<file path="src/rtl/bad_pkg.sv">
// ----------------------------------------------------------------------------
// bad_pkg
// Shared types and constants for the block average decimator.
// ----------------------------------------------------------------------------
`default_nettype none

package bad_pkg;

    localparam int SAMPLE_W  = 16;
    localparam int SUM_W     = 24;
    localparam int FACT_W    = 8;
    localparam int DIV_STEPS = SUM_W;
    localparam int STEP_W    = $clog2(DIV_STEPS);

    localparam logic [FACT_W-1:0] FACTOR_RESET = FACT_W'(4);
    localparam logic [FACT_W-1:0] MAX_DECIM    = FACT_W'(255);

    localparam logic signed [SUM_W-1:0] SUM_MAX = {1'b0, {(SUM_W-1){1'b1}}};
    localparam logic signed [SUM_W-1:0] SUM_MIN = {1'b1, {(SUM_W-1){1'b0}}};

    typedef enum logic [1:0] {
        ST_IDLE,
        ST_DIV,
        ST_OUT
    } t_state;

    // controller -> datapath
    typedef struct packed {
        logic acc;   // input word taken this cycle
        logic step;  // one divider iteration
        logic load;  // move quotient into the output register
    } t_dp_cmd;

    // datapath -> controller
    typedef struct packed {
        logic blk_done;  // the word on the input completes a block
        logic div_last;  // final divider iteration in progress
        logic out_busy;  // output register full and held by the receiver
    } t_dp_sts;

    // factor zero acts as one; clamp to the supported maximum
    function automatic logic [FACT_W-1:0] eff_factor(input logic [FACT_W-1:0] f);
        logic [FACT_W-1:0] r;
        r = f;
        if (r == '0) begin
            r = FACT_W'(1);
        end
        if (r > MAX_DECIM) begin
            r = MAX_DECIM;
        end
        return r;
    endfunction

endpackage

`default_nettype wire

</file>
<file path="src/rtl/block_average_decimator.sv">
// ----------------------------------------------------------------------------
// block_average_decimator
// Boxcar average decimator: mean of every decim_factor samples.
// ----------------------------------------------------------------------------
// Input channel: i_valid / o_stall carry one signed 16-bit sample per word.
// Output channel: o_valid / i_stall carry one signed 16-bit average per word.
// Config: i_cfg_we writes i_cfg_wdata into decim_factor (reset 4, 0 acts as 1).
// Samples that do not finish a block are taken one per cycle while no divide
// or hand-off is in progress. The sample that finishes a block starts a
// restoring divider that retires one quotient bit a cycle over the 24-bit sum
// magnitude; a hand-off state then signs and clamps the quotient and loads
// the output register. o_stall stays high from the completing sample until
// the result is loaded.
// The output register frees the input side: once the result is loaded, new
// samples are taken even while the receiver stalls. If a second block finishes
// before the first result drains, the hand-off waits with o_stall high until
// the output register empties. A held word never changes.
// Reset (synchronous, active low) clears the sum, the count, the output valid
// and sets the factor to 4.
// ----------------------------------------------------------------------------
`default_nettype none

module block_average_decimator
    import bad_pkg::*;
(
    input  wire logic                       i_clk,
    input  wire logic                       i_rst_n,
    input  wire logic                       i_cfg_we,
    input  wire logic [FACT_W-1:0]          i_cfg_wdata,
    input  wire logic                       i_valid,
    output logic                            o_stall,
    input  wire logic signed [SAMPLE_W-1:0] i_sample,
    output logic                            o_valid,
    input  wire logic                       i_stall,
    output logic signed [SAMPLE_W-1:0]      o_average
);

    t_dp_cmd cmd;
    t_dp_sts sts;

    // sequencer
    bad_ctrl u_ctrl (
        .i_clk   (i_clk),
        .i_rst_n (i_rst_n),
        .i_valid (i_valid),
        .o_stall (o_stall),
        .i_sts   (sts),
        .o_cmd   (cmd)
    );

    // accumulator, divider, output register
    bad_dp u_dp (
        .i_clk       (i_clk),
        .i_rst_n     (i_rst_n),
        .i_cfg_we    (i_cfg_we),
        .i_cfg_wdata (i_cfg_wdata),
        .i_sample    (i_sample),
        .i_stall     (i_stall),
        .o_valid     (o_valid),
        .o_average   (o_average),
        .i_cmd       (cmd),
        .o_sts       (sts)
    );

endmodule

`default_nettype wire

</file>
<file path="src/rtl/bad_ctrl.sv">
// ----------------------------------------------------------------------------
// bad_ctrl
// Sequencer: accept words, run the serial divide, hand off the result.
// ----------------------------------------------------------------------------
`default_nettype none

module bad_ctrl
    import bad_pkg::*;
(
    input  wire logic    i_clk,
    input  wire logic    i_rst_n,
    input  wire logic    i_valid,
    output logic         o_stall,
    input  wire t_dp_sts i_sts,
    output t_dp_cmd      o_cmd
);

    t_state r_state;
    t_state n_state;

    always_ff @(posedge i_clk) begin
        if (!i_rst_n) begin
            r_state <= ST_IDLE;
        end else begin
            r_state <= n_state;
        end
    end

    // next state
    always_comb begin
        n_state = r_state;
        case (r_state)
            ST_IDLE: begin
                if (i_valid && i_sts.blk_done) begin
                    n_state = ST_DIV;
                end
            end
            ST_DIV: begin
                if (i_sts.div_last) begin
                    n_state = ST_OUT;
                end
            end
            ST_OUT: begin
                if (!i_sts.out_busy) begin
                    n_state = ST_IDLE;
                end
            end
            default: n_state = ST_IDLE;
        endcase
    end

    // outputs
    always_comb begin
        o_cmd   = '0;
        o_stall = 1'b1;
        case (r_state)
            ST_IDLE: begin
                o_stall   = 1'b0;
                o_cmd.acc = i_valid;
            end
            ST_DIV: begin
                o_cmd.step = 1'b1;
            end
            ST_OUT: begin
                o_cmd.load = !i_sts.out_busy;
            end
            default: begin
                o_stall = 1'b1;
            end
        endcase
    end

    a_div_to_out: assert property (@(posedge i_clk) disable iff (!i_rst_n)
        (r_state == ST_DIV && i_sts.div_last) |=> (r_state == ST_OUT))
        else $error("divide did not end in hand-off");

    a_done_starts_div: assert property (@(posedge i_clk) disable iff (!i_rst_n)
        (o_cmd.acc && i_sts.blk_done) |=> (r_state == ST_DIV))
        else $error("completed block did not start divide");

endmodule

`default_nettype wire

</file>
<file path="src/rtl/bad_dp.sv">
// ----------------------------------------------------------------------------
// bad_dp
// Accumulator, restoring serial divider and output register.
// ----------------------------------------------------------------------------
`default_nettype none

module bad_dp
    import bad_pkg::*;
(
    input  wire logic                       i_clk,
    input  wire logic                       i_rst_n,
    input  wire logic                       i_cfg_we,
    input  wire logic [FACT_W-1:0]          i_cfg_wdata,
    input  wire logic signed [SAMPLE_W-1:0] i_sample,
    input  wire logic                       i_stall,
    output logic                            o_valid,
    output logic signed [SAMPLE_W-1:0]      o_average,
    input  wire t_dp_cmd                    i_cmd,
    output t_dp_sts                         o_sts
);

    logic [FACT_W-1:0]        r_factor;
    logic signed [SUM_W-1:0]  r_sum;
    logic [FACT_W-1:0]        r_count;
    logic [SUM_W-1:0]         r_quo;
    logic [FACT_W-1:0]        r_rem;
    logic [FACT_W-1:0]        r_div;
    logic                     r_neg;
    logic [STEP_W-1:0]        r_step;
    logic                     r_o_valid;
    logic signed [SAMPLE_W-1:0] r_avg;

    logic [FACT_W-1:0]       f_eff;
    logic [FACT_W-1:0]       count_inc;
    logic signed [SUM_W:0]   sum_ext;
    logic signed [SUM_W-1:0] sum_sat;
    logic [SUM_W-1:0]        sum_mag;
    logic [FACT_W:0]         trial;
    logic [FACT_W:0]         diff;
    logic                    ge;
    logic signed [SAMPLE_W-1:0] avg_sat;

    assign f_eff     = eff_factor(r_factor);
    assign count_inc = (r_count == '1) ? r_count : r_count + FACT_W'(1);

    // saturating add, one guard bit
    assign sum_ext = {r_sum[SUM_W-1], r_sum}
                   + {{(SUM_W+1-SAMPLE_W){i_sample[SAMPLE_W-1]}}, i_sample};
    always_comb begin
        if (sum_ext[SUM_W] != sum_ext[SUM_W-1]) begin
            sum_sat = sum_ext[SUM_W] ? SUM_MIN : SUM_MAX;
        end else begin
            sum_sat = sum_ext[SUM_W-1:0];
        end
    end
    assign sum_mag = sum_sat[SUM_W-1] ? (~sum_sat + SUM_W'(1)) : sum_sat;

    // one restoring step per cycle
    assign trial = {r_rem, r_quo[SUM_W-1]};
    assign diff  = trial - {1'b0, r_div};
    assign ge    = (trial >= {1'b0, r_div});

    // sign and clamp to 16 bits
    always_comb begin
        if (r_neg) begin
            if (r_quo > SUM_W'(32768)) begin
                avg_sat = {1'b1, {(SAMPLE_W-1){1'b0}}};
            end else begin
                avg_sat = SAMPLE_W'(~r_quo[SAMPLE_W-1:0] + SAMPLE_W'(1));
            end
        end else begin
            if (r_quo > SUM_W'(32767)) begin
                avg_sat = {1'b0, {(SAMPLE_W-1){1'b1}}};
            end else begin
                avg_sat = r_quo[SAMPLE_W-1:0];
            end
        end
    end

    always_ff @(posedge i_clk) begin
        if (!i_rst_n) begin
            r_factor  <= FACTOR_RESET;
            r_sum     <= '0;
            r_count   <= '0;
            r_step    <= '0;
            r_o_valid <= 1'b0;
        end else begin
            if (i_cfg_we) begin
                r_factor <= i_cfg_wdata;
            end
            if (i_cmd.acc) begin
                if (count_inc >= f_eff) begin
                    r_sum   <= '0;
                    r_count <= '0;
                end else begin
                    r_sum   <= sum_sat;
                    r_count <= count_inc;
                end
                r_step <= '0;
            end else if (i_cmd.step) begin
                r_step <= r_step + STEP_W'(1);
            end
            if (i_cmd.load) begin
                r_o_valid <= 1'b1;
            end else if (r_o_valid && !i_stall) begin
                r_o_valid <= 1'b0;
            end
        end
    end

    // divider and output payload
    always_ff @(posedge i_clk) begin
        if (i_cmd.acc && (count_inc >= f_eff)) begin
            r_quo <= sum_mag;
            r_rem <= '0;
            r_div <= f_eff;
            r_neg <= sum_sat[SUM_W-1];
        end else if (i_cmd.step) begin
            r_quo <= {r_quo[SUM_W-2:0], ge};
            r_rem <= ge ? diff[FACT_W-1:0] : trial[FACT_W-1:0];
        end
        if (i_cmd.load) begin
            r_avg <= avg_sat;
        end
    end

    assign o_sts.blk_done = (count_inc >= f_eff);
    assign o_sts.div_last = (r_step == STEP_W'(DIV_STEPS - 1));
    assign o_sts.out_busy = r_o_valid && i_stall;
    assign o_valid        = r_o_valid;
    assign o_average      = r_avg;

    a_rem_below_div: assert property (@(posedge i_clk) disable iff (!i_rst_n)
        i_cmd.step |=> (r_rem < r_div))
        else $error("divider remainder not below divisor");

    a_block_clears: assert property (@(posedge i_clk) disable iff (!i_rst_n)
        (i_cmd.acc && o_sts.blk_done) |=> (r_count == '0 && r_sum == '0))
        else $error("accumulator not cleared at block end");

endmodule

`default_nettype wire

</file>
<file path="config.mk">
export PLATFORM = sky130hd
export DESIGN_NAME = block_average_decimator
export DESIGN_NICKNAME = d
export VERILOG_FILES = /design/src/rtl/bad_pkg.sv /design/src/rtl/block_average_decimator.sv /design/src/rtl/bad_ctrl.sv /design/src/rtl/bad_dp.sv
export SDC_FILE = /design/constraint.sdc
export NUM_CORES = 1
export LEC_CHECK = 0
export ABC_CLOCK_PERIOD_IN_PS = 5200
export BUFFER_PORTS_ARGS = -buffer_cell sky130_fd_sc_hd__clkbuf_2
export CAP_MARGIN = 30
export CORE_UTILIZATION = 56
export CTS_BUF_LIST = sky130_fd_sc_hd__clkbuf_4 sky130_fd_sc_hd__clkbuf_8 sky130_fd_sc_hd__clkbuf_16
export DETAILED_ROUTE_END_ITERATION = 6
export PLACE_DENSITY = 0.76
export SYNTH_ARGS = -nofsm -noshare
export SYNTH_HDL_FRONTEND = slang
export SYNTH_HIERARCHICAL = 1
export SYNTH_SLANG_ARGS = --single-unit
</file>
<file path="constraint.sdc">
create_clock -name i_clk -period 5.2 [get_ports i_clk]
set_input_delay 1.04 -clock i_clk [delete_from_list [all_inputs] [get_ports i_clk]]
set_output_delay 1.04 -clock i_clk [all_outputs]
set_load 0.02 [all_outputs]
</file>
---- After elaboration in Yosys (flattened, before gate mapping) ----
Cells that the tools add are included.
operators by class
  add/sub/neg operators ................... 6
  magnitude comparators ................... 5
  equal/unequal tests ..................... 8
  muxes and demuxes ....................... 24
  bitwise operators ....................... 3
  reduce and logical (&&, ||, !) cells .... 12
operators by type and width
  operator                                                         number
  2-to-1 mux 24 bit                                                6
  2-to-1 mux 16 bit                                                3
  2-to-1 mux 8 bit                                                 5
  adder 24 x 16 -> 25 bit                                          1
  adder 24 x 2 -> 24 bit, second input constant                    1
  greater-than comparator 24 x 15 -> 1 bit, second input constant  1
  greater-than comparator 24 x 16 -> 1 bit, second input constant  1
  inverter 24 bit                                                  1
  adder 16 x 1 -> 16 bit, second input constant                    1
  inverter 16 bit                                                  1
  greater-or-equal comparator 9 x 8 -> 1 bit                       1
  adder 8 x 1 -> 8 bit, second input constant                      1
  equality test 8 bit, second input constant                       1
  greater-or-equal comparator 8 bit                                1
  greater-than comparator 8 bit, second input constant             1
  zero test 8 bit                                                  1
  subtractor 8 bit                                                 1
  2-to-1 mux 1 bit                                                 6
  2-to-1 mux 2 bit                                                 3
  one-hot mux 2 bit (3 select lines)                               1
  adder 5 x 1 -> 5 bit, second input constant                      1
  equality test 5 bit, second input constant                       1
  logical AND 1 bit                                                4
  inequality test 2 bit, second input constant                     2
  other kinds (10)                                                 12
storage, ports and cells
  bits in registers ....................... 105
  input bits .............................. 29
  output and inout bits ................... 18
  logic and storage cells ................. 69

---- Logic depth before layout (Yosys ltp) ----
  depth after elaboration ................. 8
  depth in mapped cells ................... 20
  mapped depth without buffers ............ 18

---- Modules after synthesis ----
Netlist, hierarchy kept.
modules (own cells, without submodules)
  module    instances  cells an instance  area each (um^2)  seq. area each (um^2)
  bad_dp    1          843                7,278.2           2,552.4
  bad_ctrl  1          15                 127.6             40.0

---- Least setup slack after synthesis ----
OpenSTA, ideal clock, no wires.
  path kind ............................... input -> register
  from .................................... input port i_sample[8]
  to ...................................... register u_dp.r_quo[22] (data pin)
  library setup time ...................... 138 ps
  data arrival time ....................... 5,508 ps
  required time ........................... 5,062 ps
  setup slack ............................. -446 ps
  stages .................................. 19
  path buffers ............................ 4
  cell sequence ........................... ha_1 -> a21o_1 -> a31o_2 -> a21oi_1 -> a21oi_1 -> or3_1 -> nand2_1 -> ha_1 -> buf_2 -> clkbuf_1 -> clkbuf_1 -> clkbuf_1 -> a21oi_1 -> ha_1 -> o2111ai_1 -> nor4b_1 -> nand3_1 -> or4_1 -> nand4_1
on the way
  word-level cells in the longest chain between the ends .. 7
  elaborated cells on any way between the ends .. 8
  those cells by class .................... add/sub (2); eq/ne (1); mux (4); bitwise (1)
RTL lines
  element                                                            RTL line                       source
  start, declared                                                    block_average_decimator.sv:32  input wire logic signed [SAMPLE_W-1:0] i_sample,
  adder 24 x 16 -> 25 bit (*)                                        bad_dp.sv:48                   + {{(SUM_W+1-SAMPLE_W){i_sample[SAMPLE_W-1]}}, i_sample};
  2-to-1 mux 24 bit / inequality test 1 bit (equally long branches)  bad_dp.sv:51, bad_dp.sv:50
  2-to-1 mux 24 bit (*)                                              bad_dp.sv:50                   if (sum_ext[SUM_W] != sum_ext[SUM_W-1]) begin
  inverter 24 bit                                                    bad_dp.sv:56                   assign sum_mag = sum_sat[SUM_W-1] ? (~sum_sat + SUM_W'(1)) : sum_sat;
  adder 24 x 2 -> 24 bit                                             bad_dp.sv:56
  2-to-1 mux 24 bit (*)                                              bad_dp.sv:56
  2-to-1 mux 24 bit (*)                                              bad_dp.sv:113                  if (i_cmd.acc && (count_inc >= f_eff)) begin
  end signal, assigned                                               bad_dp.sv:114                  r_quo <= sum_mag;
  end signal, assigned                                               bad_dp.sv:119                  r_quo <= {r_quo[SUM_W-2:0], ge};
  end, declared                                                      bad_dp.sv:25                   logic [SUM_W-1:0] r_quo;
Every way passes the cells marked *; elsewhere a longest branch is shown, timed or not.
A chain may end at the register's enable or synchronous reset.

---- Worst setup path in the final report ----
  from .................................... input port i_sample[15]
  to ...................................... register u_dp.r_quo[21] (data pin)
Same word-level chain as after synthesis.

==> flow_summary.ini <==
[worst_setup_path]
cp.required_ns = 5.41
worstRegToRegCells = 18
r2r_end = u_dp/r_quo[21]$_DFFE_PP_
cp_max_fo = 7
end_kind = flip-flop
critPathKind = input port to flip-flop
arrival_ns = 5.17
path_cells = clkbuf_2 -> ha_1 -> and2_1 -> a31oi_1 -> a21oi_1 -> o31a_1 -> or3_1 -> nand2_1 -> ha_1 -> inv_1 -> or2_1 -> nor3_1 -> nor3b_1 -> nand2b_1 -> o41ai_4 -> nand3_1 -> buf_4 -> or4_1 -> nand3_1
rr_startpoint = u_dp/r_sum[6]$_SDFFE_PN0P_
cpMaxStageDelayCell = o41ai_4
critical_path.max_stage_delay_ns = 0.42
rrSetupSlack_ns = 0.74
start_kind = input port

[logic_synthesis]
syn_area_sq_um = 7406
ys_warn_count = 6
synth_area_leaders = edfxtp_1 (20%), dfxtp_1 (15%), ha_1 (7.6%)
ys_ff_latch = 105
synth_largest_area_cell = edfxtp_1
synth_top_area_frac = 0.1987
synth_area_per_cell_sq_um = 8.632
synth_fp_nets = 934
ys.flop_type = dfxtp_1
yosysUniqueCellTypes = 82
synthCells = 858
synth_edf_count = 49
async_reset_ff_frac = 0
synth_seq_area_share = 0.3501

[outcome]
outcome = finished clean

[grt]
grt_max_degree = 35
antenna_found_initial = 0
grt_remaining_overflow = 0
grt_usage = 0.2752
grt_pass1_wl_mm = 29.64
grt_pass1_vias = 6179

[clock_network]
cts_tree = done
cts_root_buf = clkbuf_16
postCtsHoldBufs = 0
numCtsBuffers = 9
clockBufferDepth = 2
cts.htree.levels = 3
cts_num_sinks = 105
clock_latency_ns = 0.34
clk_pin_slew_worst_paths_ns = 0.07

[die]
start_util = 0.5798
fp.dieH_microns = 117
core_area_sq_um = 12770
boundaryPins = 47
dieArea_sq_um = 13690
die_w_microns = 117
rows = 41

[job]
maxCapViolCount = 0

[timing]
setup_viol = 0
hold_viol_final = 0
finalCritPeriodShare = 0.9549
slew_violations = 0
fin_ws_ns = 0.2343
finClkSkew_ns = 0.009515
worstMarginPinSlew_ns = 0.8032
fmax_mhz = 201.4
post-route-min-period_ns = 4.966
max_slew_margin = 0.4625

[placed_design]
place.gp.congestion = 0.9066
pre_cts_ws_ns = -0.1290
dp_hpwl_mm = 14.30
port_buffers = 46
dpl-instance-area_sq_um = 8230

[routing]
drt_iter0_markers = 697
wl_per_cell_microns = 16.33
first_pass_iters = 6
ant_nets = 0
post_drt_via_cell_ratio = 6.112
num_vias = 6784
drcViolationCount = 0
routed_wl_mm = 18.13

[pwr]
vdd_drop_max_mv = 0.2811
power_density_nw_per_um2 = 532.6
leakagePower_nw = 3.578
finalPower_mw = 4.551

[final_layout]
fin_util = 0.6690
drive_gt1_frac = 0.1823
fillCellCount = 1034
num-nets-final = 1009
antenna_cells = 0
post-route-cell-area_sq_um = 8546
syn2layout_area_growth_pct = 15.39

[min_path]
hp-start = u_dp/r_factor[2]$_SDFFE_PN1P_
min_to = u_dp/r_div[2]$_DFFE_PP_
worstHoldPathCells = 0
min_path_type = flip-flop to flip-flop
[worst max-delay path by stage]
stage	start	to	slack (ns)	depth (start not counted)
after floorplan	i_sample[1]	u_dp/r_quo[22]$_DFFE_PP_	-0.005	19
after global placement	i_sample[0]	u_dp/r_quo[21]$_DFFE_PP_	0.07	20
after detailed placement	i_sample[15]	u_dp/r_quo[22]$_DFFE_PP_	-0.13	18
after CTS	i_sample[15]	u_dp/r_quo[22]$_DFFE_PP_	0.21	19
after global routing	i_sample[15]	u_dp/r_quo[21]$_DFFE_PP_	-0.0003	19
final	i_sample[15]	u_dp/r_quo[21]$_DFFE_PP_	0.23	19
[flip-flops by register name, summed over array words and instances (netlist names), 2 cells and up]
name,cells
u_ctrl/r_state,2
u_dp/r_factor,8
u_dp/r_div,8
u_dp/r_sum,24
u_dp/r_rem,8
u_dp/r_quo,24
u_dp/r_count,8
u_dp/r_step,5
u_dp/o_average,16
[what timing repair did]
action | in CTS | in global routing
endpoints found under the setup margin | 0 | 7
gates resized for setup | 0 | 6
buffers inserted | 0 | 0
[kinds of logic after synthesis]
logic type,after synthesis,share of synthesized area
multiplexers,17,0.02365
AND/OR/NAND/NOR,302,0.2122
AO/OA/AOI/OAI,262,0.2414
XOR/XNOR,39,0.04612
flip-flops,105,0.3501
adder cells (fa/ha/maj),47,0.08143
buffers and inverters,86,0.04511
[critical path, delay by kind of cell]
kind / cells / cell delay [ns]
fa+ha+maj: 2 / 0.57
simple gates: 10 / 2.16
compound gates: 4 / 0.99
buf+inv: 3 / 0.39
[metrics by stage]
step | TNS, ns | std cells | hold slack, ns
after floorplan | -0.005488 | 858 | 0.4291
after global placement | 0 | 1092 | 0.4228
after detailed placement | -0.4788 | 1093 | 0.4430
after CTS | 0 | 1109 | 0.4562
after global routing | -0.0002873 | 1110 | 0.4785
final | 0 | 1110 | 0.4532
[area by class of cell]
type / count / area (sq um) / share of cell area
clock inverters: 6 / 52.55 / 0.006149
multi-input cells: 667 / 4581 / 0.5360
repair buffers: 108 / 714.4 / 0.08360
well taps: 172 / 215.2 / 0.02518
clock buffers: 10 / 232.7 / 0.02723
flip-flops and latches: 105 / 2592 / 0.3034
inverters: 42 / 157.7 / 0.01845
[cell usage in the layout (no fill, tap or decap), types with 15 or more instances in the layout]
| master | instances |
|---|---|
| edfxtp_1 | 49 |
| o21ai_0 | 67 |
| ha_1 | 42 |
| xor2_1 | 19 |
| nand2_1 | 96 |
| nor2b_1 | 16 |
| inv_1 | 41 |
| nand4_1 | 16 |
| nand3_1 | 23 |
| a21oi_1 | 40 |
| buf_4 | 59 |
| a22o_1 | 15 |
| clkbuf_2 | 46 |
| nor2_1 | 54 |
| dfxtp_1 | 56 |
| xnor2_1 | 20 |
[Yosys cell counts (all sizes together) (7+ instances only)]
cell type,n
o311ai,13
inv,41
mux2i,13
nand2,96
edfxtp,49
a211oi,10
clkbuf,38
dfxtp,56
nor4,8
a21boi,7
xnor2,20
a22o,15
nand2b,14
a31oi,14
nor2,55
ha,45
xor2,19
or3,12
nand4,16
nand3,23
a21o,14
nor3,15
o21ai,74
nor2b,18
a21oi,48
o21a,10
o211ai,7
o31ai,8
[power by group]
part / internal (mW) / switching, mW
logic: 1.16 / 1.64
clock network: 0.336 / 0.304
registers: 0.998 / 0.118
total: 2.49 / 2.06
[metal layers]
layer / GRT usage / vias up / wire length, microns
li1: - / 3336 / -
met1: 0.3719 / 3207 / 8379
met2: 0.4576 / 223 / 8617
met3: 0.03862 / 18 / 915
met4: 0.08523 / 0 / 215
met5: 0 / - / 0
Power figures use the tool's default switching activity.
